### src/sv/mte_pkg.sv
// Shared types and constants for the MIDI track event encoder.
package mte_pkg;

  localparam int S_TDATA_W = 48;
  localparam int M_TDATA_W = 40;
  localparam int MAX_BYTES = 6;
  localparam int DEFAULT_QUEUE_DEPTH = 2;

  localparam logic OP_NOTE = 1'b0;
  localparam logic OP_EOT  = 1'b1;

  localparam logic [7:0] META_BYTE     = 8'hFF;
  localparam logic [7:0] META_EOT_TYPE = 8'h2F;
  localparam logic [7:0] META_EOT_LEN  = 8'h00;
  localparam logic       VLQ_MORE      = 1'b1;
  localparam logic       VLQ_END       = 1'b0;

  // One classified item: the bytes it produces, how many, and whether it ends the track.
  typedef struct packed {
    logic [MAX_BYTES-1:0][7:0] bytes;
    logic [2:0]                count;
    logic                      eot;
  } cmd_t;

endpackage

### src/sv/mte_front.sv
// Front end: accepts input items, builds their byte lists and tracks running status.
module mte_front (
  input  logic                        clk,
  input  logic                        rst,
  input  logic                        s_tvalid,
  output logic                        s_tready,
  input  logic [mte_pkg::S_TDATA_W-1:0] s_tdata,
  input  logic                        s_tuser,
  input  logic                        q_full,
  output logic                        q_push,
  output mte_pkg::cmd_t               q_cmd
);

  logic [20:0] delta_time;
  logic [7:0]  status_byte;
  logic [7:0]  note_number;
  logic [7:0]  velocity;
  logic [7:0]  running_status;
  logic        send_status;
  logic [2:0]  vlq_n;
  logic [2:0]  tail_n;
  logic [2:0][7:0] vlq;
  logic [3:0][7:0] tail;

  assign delta_time  = s_tdata[20:0];
  assign status_byte = s_tdata[28:21];
  assign note_number = s_tdata[36:29];
  assign velocity    = s_tdata[44:37];

  assign s_tready = !q_full;
  assign q_push   = s_tvalid && !q_full;

  assign send_status = (s_tuser == mte_pkg::OP_NOTE) && (status_byte != running_status);

  always_comb begin
    logic [2:0] pos;
    logic [2:0] k;
    // Delta time as a variable-length quantity, most significant group first.
    if (delta_time[20:7] == 14'd0) begin
      vlq_n = 3'd1;
      vlq   = {8'h00, 8'h00, {mte_pkg::VLQ_END, delta_time[6:0]}};
    end else if (delta_time[20:14] == 7'd0) begin
      vlq_n = 3'd2;
      vlq   = {8'h00, {mte_pkg::VLQ_END, delta_time[6:0]},
               {mte_pkg::VLQ_MORE, delta_time[13:7]}};
    end else begin
      vlq_n = 3'd3;
      vlq   = {{mte_pkg::VLQ_END, delta_time[6:0]}, {mte_pkg::VLQ_MORE, delta_time[13:7]},
               {mte_pkg::VLQ_MORE, delta_time[20:14]}};
    end
    if (s_tuser == mte_pkg::OP_EOT) begin
      tail_n = 3'd3;
      tail   = {8'h00, mte_pkg::META_EOT_LEN, mte_pkg::META_EOT_TYPE, mte_pkg::META_BYTE};
    end else if (send_status) begin
      tail_n = 3'd3;
      tail   = {8'h00, velocity, note_number, status_byte};
    end else begin
      tail_n = 3'd2;
      tail   = {8'h00, 8'h00, velocity, note_number};
    end
    for (int i = 0; i < mte_pkg::MAX_BYTES; i++) begin
      pos = 3'(i);
      k   = pos - vlq_n;
      if (pos < vlq_n) begin
        q_cmd.bytes[i] = vlq[pos[1:0]];
      end else begin
        q_cmd.bytes[i] = tail[k[1:0]];
      end
    end
    q_cmd.count = vlq_n + tail_n;
    q_cmd.eot   = (s_tuser == mte_pkg::OP_EOT);
  end

  always_ff @(posedge clk) begin
    if (rst) begin
      running_status <= 8'h00;
    end else if (q_push) begin
      if (s_tuser == mte_pkg::OP_EOT) begin
        running_status <= 8'h00;
      end else if (send_status) begin
        running_status <= status_byte;
      end
    end
  end

endmodule

### src/sv/mte_queue.sv
// Short register queue of classified items between the front and back ends.
module mte_queue #(
  parameter int DEPTH = mte_pkg::DEFAULT_QUEUE_DEPTH
) (
  input  logic          clk,
  input  logic          rst,
  input  logic          push,
  input  mte_pkg::cmd_t wr_cmd,
  input  logic          pop,
  output mte_pkg::cmd_t rd_cmd,
  output logic          full,
  output logic          not_empty
);

  localparam int PTR_W = (DEPTH > 1) ? $clog2(DEPTH) : 1;
  localparam int CNT_W = $clog2(DEPTH + 1);

  mte_pkg::cmd_t    slots [DEPTH];
  logic [PTR_W-1:0] wr_ptr;
  logic [PTR_W-1:0] rd_ptr;
  logic [CNT_W-1:0] fill;

  assign full      = (fill == CNT_W'(DEPTH));
  assign not_empty = (fill != '0);
  assign rd_cmd    = slots[rd_ptr];

  always_ff @(posedge clk) begin
    if (push) begin
      slots[wr_ptr] <= wr_cmd;
    end
  end

  always_ff @(posedge clk) begin
    if (rst) begin
      wr_ptr <= '0;
      rd_ptr <= '0;
      fill   <= '0;
    end else begin
      if (push) begin
        wr_ptr <= (wr_ptr == PTR_W'(DEPTH - 1)) ? '0 : wr_ptr + 1'b1;
      end
      if (pop) begin
        rd_ptr <= (rd_ptr == PTR_W'(DEPTH - 1)) ? '0 : rd_ptr + 1'b1;
      end
      if (push && !pop) begin
        fill <= fill + 1'b1;
      end else if (pop && !push) begin
        fill <= fill - 1'b1;
      end
    end
  end

endmodule

### src/sv/mte_back.sv
// Back end: outputs queued bytes one per cycle unless stalled; counts track bytes.
module mte_back (
  input  logic                          clk,
  input  logic                          rst,
  input  logic                          cmd_valid,
  input  mte_pkg::cmd_t                 cmd,
  output logic                          cmd_pop,
  output logic                          m_tvalid,
  input  logic                          m_tready,
  output logic [mte_pkg::M_TDATA_W-1:0] m_tdata,
  output logic                          m_tlast
);

  logic [2:0]  idx;
  logic [31:0] byte_count;
  logic [7:0]  out_byte;
  logic [31:0] track_length;
  logic        load;
  logic        is_last;
  logic [31:0] count_inc;

  assign load      = cmd_valid && (!m_tvalid || m_tready);
  assign is_last   = (idx == cmd.count - 3'd1);
  assign cmd_pop   = load && is_last;
  assign count_inc = byte_count + 32'd1;
  assign m_tdata   = {track_length, out_byte};

  always_ff @(posedge clk) begin
    if (load) begin
      out_byte     <= cmd.bytes[idx];
      track_length <= count_inc;
      m_tlast      <= is_last;
    end
  end

  always_ff @(posedge clk) begin
    if (rst) begin
      m_tvalid   <= 1'b0;
      idx        <= 3'd0;
      byte_count <= 32'd0;
    end else if (load) begin
      m_tvalid   <= 1'b1;
      idx        <= is_last ? 3'd0 : idx + 3'd1;
      byte_count <= (is_last && cmd.eot) ? 32'd0 : count_inc;
    end else if (m_tready) begin
      m_tvalid <= 1'b0;
    end
  end

endmodule

### src/sv/midi_track_event_encoder.sv
// Top level of the MIDI track event encoder.
// Each input item (a note event or an end of track) becomes three to six track bytes on the
// output stream, one byte per beat. A note event gives its delta time as a one- to three-byte
// variable-length quantity, the status byte only when it differs from the running status, then
// the note and velocity bytes; an end of track gives its tail delay and then FF 2F 00, after
// which the byte count and running status restart for the next track. Every output beat carries
// the running track byte count including that byte, so the count on the last byte of an end of
// track is the track length, and tlast marks the last byte of each input item. The output side
// moves one byte per cycle while the receiver is ready; that byte-serial output register sets
// the sustained rate. The front end classifies items at one per cycle into a queue of
// QUEUE_DEPTH entries, so input items are taken back to back while the queue has room, even
// while the output is stalled.
module midi_track_event_encoder #(
  parameter int QUEUE_DEPTH = mte_pkg::DEFAULT_QUEUE_DEPTH
) (
  input  logic                          clk,
  input  logic                          rst,
  input  logic                          s_tvalid,
  output logic                          s_tready,
  // delta_time[20:0], status_byte[28:21], note_number[36:29], velocity[44:37], zero pad
  input  logic [mte_pkg::S_TDATA_W-1:0] s_tdata,
  // opcode: 0 = note event, 1 = end of track
  input  logic                          s_tuser,
  output logic                          m_tvalid,
  input  logic                          m_tready,
  // out_byte[7:0], track_length[39:8]
  output logic [mte_pkg::M_TDATA_W-1:0] m_tdata,
  // last_byte: final byte caused by one input item
  output logic                          m_tlast
);

  mte_pkg::cmd_t push_cmd;
  mte_pkg::cmd_t head_cmd;
  logic          q_push;
  logic          q_pop;
  logic          q_full;
  logic          q_not_empty;

  // Front end: classification and running status.
  mte_front u_front (
    .clk      (clk),
    .rst      (rst),
    .s_tvalid (s_tvalid),
    .s_tready (s_tready),
    .s_tdata  (s_tdata),
    .s_tuser  (s_tuser),
    .q_full   (q_full),
    .q_push   (q_push),
    .q_cmd    (push_cmd)
  );

  // Decoupling queue so each side can stall on its own.
  mte_queue #(
    .DEPTH (QUEUE_DEPTH)
  ) u_queue (
    .clk       (clk),
    .rst       (rst),
    .push      (q_push),
    .wr_cmd    (push_cmd),
    .pop       (q_pop),
    .rd_cmd    (head_cmd),
    .full      (q_full),
    .not_empty (q_not_empty)
  );

  // Back end: byte serializer and track byte counter.
  mte_back u_back (
    .clk       (clk),
    .rst       (rst),
    .cmd_valid (q_not_empty),
    .cmd       (head_cmd),
    .cmd_pop   (q_pop),
    .m_tvalid  (m_tvalid),
    .m_tready  (m_tready),
    .m_tdata   (m_tdata),
    .m_tlast   (m_tlast)
  );

endmodule

### config.mk
export PLATFORM = sky130hd
export DESIGN_NAME = midi_track_event_encoder
export DESIGN_NICKNAME = d
export VERILOG_FILES = /design/src/sv/mte_pkg.sv /design/src/sv/mte_front.sv /design/src/sv/mte_queue.sv /design/src/sv/mte_back.sv /design/src/sv/midi_track_event_encoder.sv
export SDC_FILE = /design/constraint.sdc
export NUM_CORES = 1
export LEC_CHECK = 0
export BUFFER_PORTS_ARGS = -buffer_cell sky130_fd_sc_hd__buf_4
export CORE_ASPECT_RATIO = 0.6
export CORE_MARGIN = 2
export CORE_UTILIZATION = 30
export CTS_CLUSTER_DIAMETER = 60
export CTS_CLUSTER_SIZE = 10
export DETAILED_ROUTE_END_ITERATION = 10
export PLACE_DENSITY = 0.48
export SLEW_MARGIN = 20
export SYNTH_ARGS = -nofsm -noshare
export SYNTH_HDL_FRONTEND = slang
export SYNTH_SLANG_ARGS = --single-unit
### constraint.sdc
create_clock -name clk -period 4 [get_ports clk]
set_input_delay 0.8 -clock clk [delete_from_list [all_inputs] [get_ports clk]]
set_output_delay 0.8 -clock clk [all_outputs]
set_load 0.02 [all_outputs]
# Yosys cells after proc, flatten, opt, wreduce, memory -nomap -nowiden
# Memories as Yosys holds them, arrays and structs flattened. A register that Yosys moved wholly into a read port is not among the register bits.
# Cells that the tools add are included.
word_totals:
  regBits: 89
  latch_bits: 0
  ram_bits: 104
  romBits: 0
  in_bits: 53
  n_memories: 1
classes:
  n_addsub: 14
  n_mul: 0
  div_mod_pow: 0
  n_lt_le_gt_ge: 13
  n_eq_ne: 3
  shift: 0
  muxes: 42
  n_bitwise: 1
  reduce_logical: 19
memory_table:
  columns: ["name", "depth", "word_bits", "rd", "rd_ports_with_merged_regs", "write_ports", "line", "rtl"]
  rows:
  - ["u_queue.slots", 2, 52, 1, 1, 1, "mte_queue.sv:18", "mte_pkg::cmd_t slots [DEPTH];"]
op_table:
  columns: ["cell", "n"]
  rows:
  - ["$mux W8", 15]
  - ["$bmux W8 S2", 6]
  - ["$mux W32", 2]
  - ["$mux W23", 2]
  - ["$add A32 B1 Y32 const B", 1]
  - ["$bmux W8 S3", 1]
  - ["$mux W24", 1]
  - ["$lt A2 B3 Y1 const B", 6]
  - ["$logic_not A14 Y1", 1]
  - ["$mux W1", 10]
  - ["$ne A8 B8 Y1", 1]
  - ["$reduce_bool A2 Y1", 4]
  - ["$sub A1 B2 Y2 const A", 4]
  - ["$logic_and A1 B1 Y1", 7]
  - ["$logic_not A7 Y1", 1]
  - ["$lt A1 B3 Y1 const A", 2]
  - ["$lt A2 B3 Y1 const A", 2]
  - ["$lt A3 B3 Y1 const A", 2]
  - ["$mux W2", 3]
  - ["$mux W3", 2]
  - ["$logic_not A1 Y1", 4]
  - ["$lt A3 B4 Y1 const B", 1]
  - ["$sub A2 B2 Y2 const A", 2]
  - ["$add A3 B1 Y3 const B", 1]
  - ["other kinds (10)", 11]

# Longest topological paths before layout
# Gate-level depths: netlist of run 1.
depth:
  depth_word: 7
  mapped_depth: 12
  mapped_depth_nobuf: 10

# Hierarchy
# Synthesis of run 1 repeated with hierarchy kept, for this count alone.
unflattened:
  cells_unflattened: 794
  hier_area_um2: 9505.4
by_module_without_submodules:
  columns: ["module", "instances", "cells_each", "area_each_um2"]
  rows:
  - ["mte_back", 1, 379, 3985.1]
  - ["mte_queue", 1, 184, 3980.1]
  - ["mte_front", 1, 231, 1540.2]

# Worst setup path before layout of run 1
# Ideal clock, no wire load.
synth_timing:
  path_kind: "input to register"
  startpoint: "in s_tvalid"
  endpoint: "mem u_queue.slots[0][0] (netlist name), enable pin"
  setup_ns: 0.463
  arrival_ns: 3.268
  t_required_ns: 3.537
  setup_slack_ns: 0.269
  stages: 3
  path_buffers: 1
  path_cell_list: "nand2_1 clkbuf_1 nor2_1"
synth_via:
  elab_chain_len: 3
synth_lines:
  columns: ["element", "line", "rtl"]
  rows:
  - ["from (decl)", "midi_track_event_encoder.sv:18", "input logic s_tvalid,"]
  - ["$logic_and A1 B1 Y1", "mte_front.sv:31", "assign q_push = s_tvalid && !q_full;"]
  - ["$mux W1", "mte_queue.sv:28", "if (push) begin"]
  - ["$mux W1 (implied by the code)", "mte_queue.sv:29", "slots[wr_ptr] <= wr_cmd;"]
  - ["to (decl)", "mte_queue.sv:18", null]
# No other way between the ends.

==> results of run 1 <==
==> cells in the final DEF (no fill, tap or decap), drive strengths merged, types with 2 or more instances in the layout <==
master,Yosys,layout
o221ai,4,4
nand4,7,7
and2,3,3
dfxtp,49,49
or4,4,4
mux2,8,8
xnor2,29,29
ha,6,6
nand2b,7,7
nand3,34,34
clkbuf,32,17
mux4,24,24
xor2,23,23
a22o,5,5
o21ai,50,50
a221o,7,7
buf,11,115
inv,20,32
or3,7,7
and3,6,6
edfxtp,145,145
a22oi,17,17
a32o,6,6
clkinv,0,2
o22ai,9,9
nor2,37,37
nor4b,2,2
nand2,49,49
nand3b,5,5
and4,6,6
a21oi,35,35
or2,2,2
nor4,3,3
a31oi,5,5
mux2i,34,34
nor3,9,9
==> kinds of logic after synthesis <==
logic type,Yosys count,synth area share
DFF,194,0.597
AOI/OAI and AO/OA,142,0.0990
buffers and inverters,63,0.0295
muxes,66,0.109
xor gates and xnor gates,52,0.0510
adders and majority gates,6,0.00840
and+or+nand+nor,183,0.107
==> power by group through the flow <==
| stage | logic [W] | clock network (W) | registers (W) |
|---|---|---|---|
| 2_1_floorplan | 0.000393 | 0 | 0.00264 |
| 3_3_place_gp | 0.000918 | 0 | 0.00253 |
| 3_5_place_dp | 0.000917 | 0 | 0.00253 |
| 4_1_cts | 0.000920 | 0.00178 | 0.00248 |
| 5_1_grt | 0.000985 | 0.00186 | 0.00250 |
| 6_report | 0.000900 | 0.00173 | 0.00248 |
==> per-layer routing <==
metal	up-vias	GRT usage
met5	-	0
met4	0	0.0417
met1	3034	0.256
met3	15	0.0350
li1	2875	-
met2	101	0.212
==> metrics by stage <==
step	area (um2)	total power [W]	worst slack, ns	util	instances
floorplan	8940	0.00303	0.269	-	706
global placement	10200	0.00345	0.658	0.350	1178
detailed placement	10200	0.00345	0.640	0.350	1178
CTS	10700	0.00518	1.05	0.370	1210
global route	10700	0.00535	0.794	0.370	1210
finish	10700	0.00511	1.12	0.370	1210
==> cell type report <==
class                           instances  area (um2)
Clock buffer                           17         425
Clock inverter                         15         158
Fill cell                            2816       18300
Inverter                               20        80.1
Multi-Input combinational cell        449        3370
Sequential cell                       194        5340
Tap cell                              400         500
Timing Repair Buffer                  115         876
==> sequential cells by signal, indices dropped and copies added (netlist names), named ones only <==
| name | cells |
|---|---|
| u_queue.rd_ptr | 1 |
| u_front.running_status | 8 |
| u_back.m_tlast | 1 |
| u_back.out_byte | 8 |
| u_back.byte_count | 32 |
| u_queue.fill | 2 |
| u_back.m_tvalid | 1 |
| u_queue.slots | 104 |
| u_queue.wr_ptr | 1 |
| u_back.idx | 3 |
| u_back.track_length | 32 |
==> worst paths after layout <==
kind              depth (start not counted)                    to                  from
setup / recovery                          8  u_queue.slots[1][15]           s_tdata[17]
setup reg to reg                         10       u_queue.fill[1]                  flop
hold / removal                            2  u_back.byte_count[8]  u_back.byte_count[8]
hold reg to reg                           2  u_back.byte_count[8]  u_back.byte_count[8]
==> cell usage after synthesis, drive strengths merged, types with 5 or more instances <==
library cell and number:
edfxtp 145, o21ai 50, dfxtp 49, nand2 49, nor2 37, a21oi 35, mux2i 34, nand3 34
clkbuf 32, xnor2 29, mux4 24, xor2 23, inv 20, a22oi 17, buf 11, nor3 9
o22ai 9, mux2 8, a221o 7, nand2b 7, nand4 7, or3 7, a32o 6, and3 6
and4 6, ha 6, a22o 5, a31oi 5, nand3b 5
==> worst reg2reg max path: cells and delay by family (launching register included) <==
family                   cells  cell delay, ns
flip-flops                   1            0.61
multiplexers                 1            0.34
AO/OA/AOI/OAI                1            0.14
adder cells (fa/ha/maj)      2            0.57
buffers and inverters        1            0.17
AND/OR/NAND/NOR              3            0.68
XOR/XNOR                     2            0.29
==> flow_summary_export.csv, run 1 <==
group,metric,value,unit
clock_tree,cts_tree,"built",
logic_synthesis,syn-cell-area,8940,um2
setup_path,worst_reg_to_reg_setup_slack,1.14,ns
flow_run,max_cap_viol_count,0,
die,core_region_area,29000,um2
setup_path,wp_buf_inv,2,
die,initial_utilization,0.308,
clock_tree,worst_skew_pair.late_latency,0.45,ns
clock_tree,cts_repair_resize_count,0,
sta,tns,0,ns
route,route.met3.wl,963,um
logic_synthesis,syn_inst,706,
logic_synthesis,number_of_register_bits_inferred_by_synthesis,194,
clock_tree,htreeDepth,4,
logic_synthesis,synth-edff-count,145,
finish,num_antenna_cells,0,
sta,worst_pin_slew,0.937,ns
setup_path,critical_path.startpoint_type,"input port",
global_route,first_global_vias,5885,
power,power.share.combinational,0.176,
setup_path,critPathKind,"input port to flop",
logic_synthesis,synth_top_area_cell,"edfxtp_1",
global_route,grt_start_max_net_pins,53,
logic_synthesis,post_synth.cell_area_avg,12.7,um2
logic_synthesis,netlist-cell-type-count,49,
logic_synthesis,synth_top_cells_by_area,"edfxtp_1 (49%), dfxtp_1 (11%), mux4_2 (6.0%)",
power,power_switching_share,0.288,
sta,finalMaxSlewViolations,0,
clock_tree,cts-root-to-sink-buffers,2,
route,route.vias.total,6025,
sta,worst_slew_margin_rel,0.371,
setup_path,critical_path_required,4.22,ns
clock_tree,clock-sinks,194,
sta,grt_setup_unrepaired,"false",
sta,period_minus_slack,2.88,ns
global_route,grtUsageTotal,0.160,
logic_synthesis,netlist.area_leader.share,0.487,
setup_path,worstPathArrival,3.11,ns
power,power.share.sequential,0.486,
route,postRouteAntennaNets,0,
placed_design,numPortBuffers,92,
route,viasPerCell,4.98,
power,p_switching,0.00147,W
die,die_boundary_height,138,um
setup_path,cpPeakStageDelay,0.55,ns
global_route,grt_antenna_before_repair,0,
die,die_width,227,um
power,share_clk_of_total_power,0.338,
die,io-pin-count,96,
route,wl_per_cell,19.5,um
run_status,outcome,"finished, final reports clean",
clock_tree,path_clk_slew,0.07,ns
setup_path,cp_slowest_cell,"or4_1",
power,leakage_power_total,3.72,nW
setup_path,biggest_fanout_along_the_worst_timing_path,13,
logic_synthesis,yosys_warnings,0,
clock_tree,cts_setup_buffers,0,
min_path,hold_class,"flop to flop",
die,die_area,31200,um2
route,top_layer,"met4",
route,totalWireLength,23600,um
sta,hold_violations,0,
power,p_int,0.00363,W
logic_synthesis,synthesis.nets,765,
setup_path,endpoint_kind,"flop",
finish,num-nets-final,856,
logic_synthesis,ys_seq_area_frac,0.597,
global_route,overflow,0,
logic_synthesis,proportion_of_synthesized_flip_flops_having_asynchronous_set_or_reset,0,
clock_tree,clk_root_buffer_cell,"clkbuf_16",
sta,hold-worst-slack,0.488,ns
sta,final_min_period_over_clock_period,0.721,
route,drc,0,
finish,layout_cell_share_with_drive_strength_beyond_1,0.240,
clock_tree,tritoncts.num_buffers,17,
finish,layout-area-overhead-vs-synth,20.2,%
power,ir_drop,0.260,mV
setup_path,crit_path_cell_trace,"buf_4 > or4_1 > or4_1 > nor2_8 > buf_4 > mux2i_1 > a22o_1 > o21ai_0",
die,core.rowCount,48,
placed_design,gp_routability_congestion,0.788,
clock_tree,ctsHoldBuffers,0,
sta,finalClockSkew,0.0147,ns
route,m1WireLength,12900,um
route,met2RoutedLength,9460,um
placed_design,hpwl_reported_at_the_end_of_detailed_placement,16500,um
power,power_density,475,nW/um2
sta,setup-violations-final,0,
route,drt_iter0_markers,456,
logic_synthesis,ys.flop_type,"edfxtp_1",
sta,fmax,347,MHz
setup_path,timing.critical_path.max_delay_family,"simple AND/OR/NAND/NOR gates",
route,drtPass1Iterations,5,
global_route,grt_first_pass_wirelength,36600,um
Note: power is estimated with default switching activity, not from simulation.
==> inputs of run 2 (changes only) <==
clock period = 3 ns   (was 4 ns; I/O delays follow)
==> flow_summary_export.csv, run 2 (synthesis results as in run 1) <==
group,metric,value,unit
run_status,outcome,"finished, final reports clean",
clock_tree,clk_root_buffer_cell,"clkbuf_16",
sta,hold_violations,0,
route,drc,0,
setup_path,worstPathArrival,2.92,ns
setup_path,critical_path.startpoint_type,"flop",
flow_run,max_cap_viol_count,0,
clock_tree,cts_setup_buffers,0,
min_path,min_delay_path_depth,3,
finish,finish.cell_count_without_fillers,1230,
finish,finalInstanceArea,10900,um2
sta,finalClockSkew,0.00980,ns
die,io-pin-count,96,
setup_path,critPathKind,"flop to flop",
clock_tree,worst_skew_pair.late_latency,0.45,ns
placed_design,numPortBuffers,92,
sta,grt_setup_unrepaired,"false",
route,viasPerCell,5.00,
clock_tree,cts_repair_resize_count,0,
finish,fillerInstances,2800,
clock_tree,htreeDepth,4,
finish,num-nets-final,876,
power,power_density,630,nW/um2
setup_path,biggest_fanout_along_the_worst_timing_path,7,
route,drt_iter0_markers,559,
sta,finalMaxSlewViolations,0,
global_route,grtUsageTotal,0.162,
setup_path,critical_path_required,3.31,ns
global_route,grt_antenna_before_repair,1,
die,die_boundary_height,138,um
clock_tree,ctsHoldBuffers,0,
clock_tree,tritoncts.num_buffers,17,
clock_tree,cts_tree,"built",
sta,fmax,383,MHz
sta,period_minus_slack,2.61,ns
route,postRouteAntennaNets,0,
finish,layout_cell_share_with_drive_strength_beyond_1,0.259,
sta,hold-worst-slack,0.432,ns
clock_tree,clock-sinks,194,
finish,largest_register,"u_queue.slots",
die,initial_utilization,0.308,
finish,mostFrequentLayoutCells,"edfxtp_1 (145), buf_4 (133), nand2_1 (49)",
die,core.rowCount,48,
global_route,overflow,0,
power,ir_drop,0.423,mV
power,leakage_power_total,3.83,nW
global_route,grt_start_max_net_pins,53,
placed_design,placed_cell_area,10300,um2
sta,worst_pin_slew,0.722,ns
placed_design,gp_routability_congestion,0.810,
clock_tree,cts-root-to-sink-buffers,2,
finish,layout.cells.most_common,"edfxtp_1",
sta,setup-violations-final,0,
route,route.vias.total,6148,
route,totalWireLength,23900,um
finish,largest_reg_flops,104,
clock_tree,path_clk_slew,0.08,ns
placed_design,placed_cells_incl_taps,1198,
global_route,grt_first_pass_wirelength,37300,um
global_route,first_global_vias,5998,
sta,post-route-worst-setup-slack,0.389,ns
finish,num_antenna_cells,0,
route,drtPass1Iterations,5,
placed_design,pre_cts_slack,-0.0395,ns
sta,worst_slew_margin_rel,0.518,
finish,layout-area-overhead-vs-synth,22.3,%
setup_path,worst_reg_to_reg_setup_slack,0.39,ns
die,die_area,31200,um2
die,die_width,227,um
setup_path,endpoint_kind,"flop",
route,wl_per_cell,19.4,um
setup_path,r2r_cells,7,
sta,tns,0,ns
min_path,hold_class,"input port to flop",
placed_design,hpwl_reported_at_the_end_of_detailed_placement,16900,um
die,core_region_area,29000,um2
finish,layout_top_registers,"u_queue.slots x104, u_back.byte_count x32, u_back.track_length x32",
sta,final_min_period_over_clock_period,0.870,
## run 2: per-stage QoR
step	utilization	power, W
finish	0.377	0.00689
global route	0.377	0.00721
CTS	0.377	0.00700
detailed placement	0.356	0.00461
global placement	0.356	0.00461
floorplan	-	0.00404
## run 2: worst paths after layout
check,from,end
worst min register to register,u_back.byte_count[8],u_back.byte_count[8]
worst max-delay path,u_back.byte_count[0],u_back.byte_count[30]
worst max register to register,u_back.byte_count[0],u_back.byte_count[30]
worst min-delay path,s_tdata[28],u_front.running_status[7]
## run 2: cell type report
class	instances	area [um2]	share of cell area
flip-flops and latches	194	5340	0.488
multi-input cells	449	3370	0.309
repair buffers	135	1040	0.0950
well taps	400	500	0.0458
clock buffers	17	425	0.0389
clock inverters	15	180	0.0165
inverters	20	80.1	0.00732
## run 2: power by group
group / internal, W / total (W) / switching [W]
clock network: 0.00120 / 0.00236 / 0.00116
registers: 0.00321 / 0.00331 / 0.0000927
logic: 0.000447 / 0.00122 / 0.000778
## run 2: layer usage
metal	up-vias	GRT usage	share of wire	wire, um
li1	2908	-	-	-
met1	3114	0.260	0.55	13200
met2	107	0.212	0.39	9360
met3	19	0.0371	0.045	1080
met4	0	0.0402	0.010	246
met5	-	0	0	0
## run 2: worst max-delay path: stages (launching register included)
cell	delay, ns
dfxtp_1	0.45
ha_1	0.32
and4_1	0.37
nand3_1	0.28
nor4b_1	0.70
o21ai_0	0.19
nand2_1	0.11
a21oi_1	0.06
==> inputs of run 3 (changes only) <==
CAP_MARGIN = 20   (was not set)
CTS_BUF_LIST = sky130_fd_sc_hd__clkbuf_2 sky130_fd_sc_hd__clkbuf_4 sky130_fd_sc_hd__clkbuf_8   (was not set)
==> flow_summary_export.csv, run 3 (synthesis results as in run 1) <==
group,metric,value,unit
global_route,grt_first_pass_wirelength,37200,um
min_path,min_delay_path_depth,3,
sta,worst_pin_slew,0.708,ns
sta,finalMaxSlewViolations,0,
finish,num-nets-final,876,
route,drt_iter0_markers,573,
route,route.vias.total,6151,
sta,tns,0,ns
setup_path,wp_buf_inv,0,
finish,largest_register,"u_queue.slots",
setup_path,critical_path.startpoint_type,"flop",
min_path,hold_class,"input port to flop",
global_route,first_global_vias,6022,
clock_tree,path_clk_slew,0.11,ns
global_route,overflow,0,
finish,post-route-util,0.370,
finish,mostFrequentLayoutCells,"edfxtp_1 (145), buf_4 (133), nand2_1 (49)",
route,drtPass1Iterations,5,
clock_tree,cts_tree,"built",
placed_design,hpwl_reported_at_the_end_of_detailed_placement,16900,um
setup_path,biggest_fanout_along_the_worst_timing_path,7,
clock_tree,clk_root_buffer_cell,"clkbuf_8",
min_path,hold_path_startpoint,"s_tdata[25]",
sta,hold_violations,0,
die,initial_utilization,0.308,
clock_tree,htreeDepth,4,
clock_tree,tritoncts.num_buffers,17,
route,postRouteAntennaNets,0,
finish,fillerInstances,2824,
setup_path,crit_path_cell_trace,"ha_1 > and4_1 > nand3_1 > nor4b_1 > o21ai_0 > nand2_1 > a21oi_1",
setup_path,critical_path.startpoint,"u_back.byte_count[0]",
power,ir_drop,0.301,mV
route,viasPerCell,5.00,
global_route,grtUsageTotal,0.161,
setup_path,worst_reg_to_reg_setup_slack,0.36,ns
setup_path,cpPeakStageDelay,0.71,ns
sta,period_minus_slack,2.64,ns
flow_run,max_cap_viol_count,0,
sta,worst_slew_margin_rel,0.527,
setup_path,critPathKind,"flop to flop",
clock_tree,cts-root-to-sink-buffers,2,
placed_design,pre_cts_slack,-0.0395,ns
global_route,grt_antenna_before_repair,1,
sta,grt_setup_unrepaired,"false",
finish,num_antenna_cells,0,
setup_path,crit-reg2reg-capture,"u_back.byte_count[30]",
global_route,grt_start_max_net_pins,53,
die,die_boundary_height,138,um
setup_path,endpoint_kind,"flop",
setup_path,timing.critical_path.max_delay_family,"simple AND/OR/NAND/NOR gates",
die,die_area,31200,um2
clock_tree,cts_repair_resize_count,0,
power,power_density,589,nW/um2
die,io-pin-count,96,
die,die_width,227,um
finish,layout-area-overhead-vs-synth,20.2,%
finish,largest_reg_flops,104,
setup_path,worstPathArrival,3.00,ns
finish,layout_cell_share_with_drive_strength_beyond_1,0.259,
route,drc,0,
finish,layout.cells.most_common,"edfxtp_1",
setup_path,regToRegStartpoint,"u_back.byte_count[0]",
run_status,outcome,"finished, final reports clean",
setup_path,cp_slowest_cell,"nor4b_1",
placed_design,numPortBuffers,92,
route,totalWireLength,23800,um
die,core_region_area,29000,um2
sta,finalClockSkew,0.0164,ns
setup_path,critical_path_required,3.36,ns
clock_tree,worst_skew_pair.late_latency,0.50,ns
clock_tree,clock-sinks,194,
finish,layout_top_registers,"u_queue.slots x104, u_back.byte_count x32, u_back.track_length x32",
die,core.rowCount,48,
min_path,holdPathEnd,"u_front.running_status[4]",
clock_tree,cts_setup_buffers,0,
setup_path,critical_path_cell_count,7,
sta,post-route-worst-setup-slack,0.363,ns
clock_tree,ctsHoldBuffers,0,
setup_path,r2r_cells,7,
placed_design,gp_routability_congestion,0.810,
route,wl_per_cell,19.4,um
sta,fmax,379,MHz
sta,final_min_period_over_clock_period,0.879,
power,leakage_power_total,3.74,nW
sta,setup-violations-final,0,
[run 3: layout make-up]
| type | instances | area, um2 | share of cell area |
|---|---|---|---|
| sequential | 194 | 5340 | 0.497 |
| tap | 400 | 500 | 0.0466 |
| clock buffer | 17 | 234 | 0.0218 |
| inverter | 20 | 80.1 | 0.00745 |
| multi-input combinational | 449 | 3370 | 0.314 |
| timing repair buffer | 135 | 1040 | 0.0967 |
| clock inverter | 15 | 180 | 0.0168 |
[run 3: worst max path at each step]
stage                                 end  slack [ns]
floorplan                 u_queue.fill[1]        0.10
global placement     u_queue.slots[1][17]       -0.04
detailed placement   u_queue.slots[0][15]       -0.04
CTS                  u_back.byte_count[6]        0.19
global route        u_back.byte_count[30]        0.06
finish              u_back.byte_count[30]        0.36
[run 3: stage by stage]
| stage | power [W] | cell area, um2 | hold WS, ns | instances |
|---|---|---|---|---|
| 5_1_grt | 0.00664 | 10700 | 0.342 | 1230 |
| 2_1_floorplan | 0.00404 | 8940 | 0.453 | 706 |
| 3_5_place_dp | 0.00461 | 10300 | 0.477 | 1198 |
| 6_report | 0.00633 | 10700 | 0.383 | 1230 |
| 3_3_place_gp | 0.00461 | 10300 | 0.466 | 1198 |
| 4_1_cts | 0.00643 | 10700 | 0.323 | 1230 |
[run 3: worst min-delay path: stages]
cell     delay (ns)
buf_4          0.13
nand2_1        0.05
a21oi_1        0.05
[run 3: report_power, final]
group | total [W] | switching, W | internal [W]
registers | 0.00330 | 0.0000918 | 0.00321
logic | 0.00122 | 0.000777 | 0.000447
clock network | 0.00180 | 0.00109 | 0.000714
total | 0.00633 | 0.00196 | 0.00437
[run 3: per-layer routing]
metal / global-route usage / vias up / wire length (um)
met2: 0.210 / 119 / 9420
met4: 0.0380 / 0 / 184
met3: 0.0377 / 16 / 1030
met5: 0 / - / 0
li1: - / 2914 / -
met1: 0.260 / 3102 / 13200
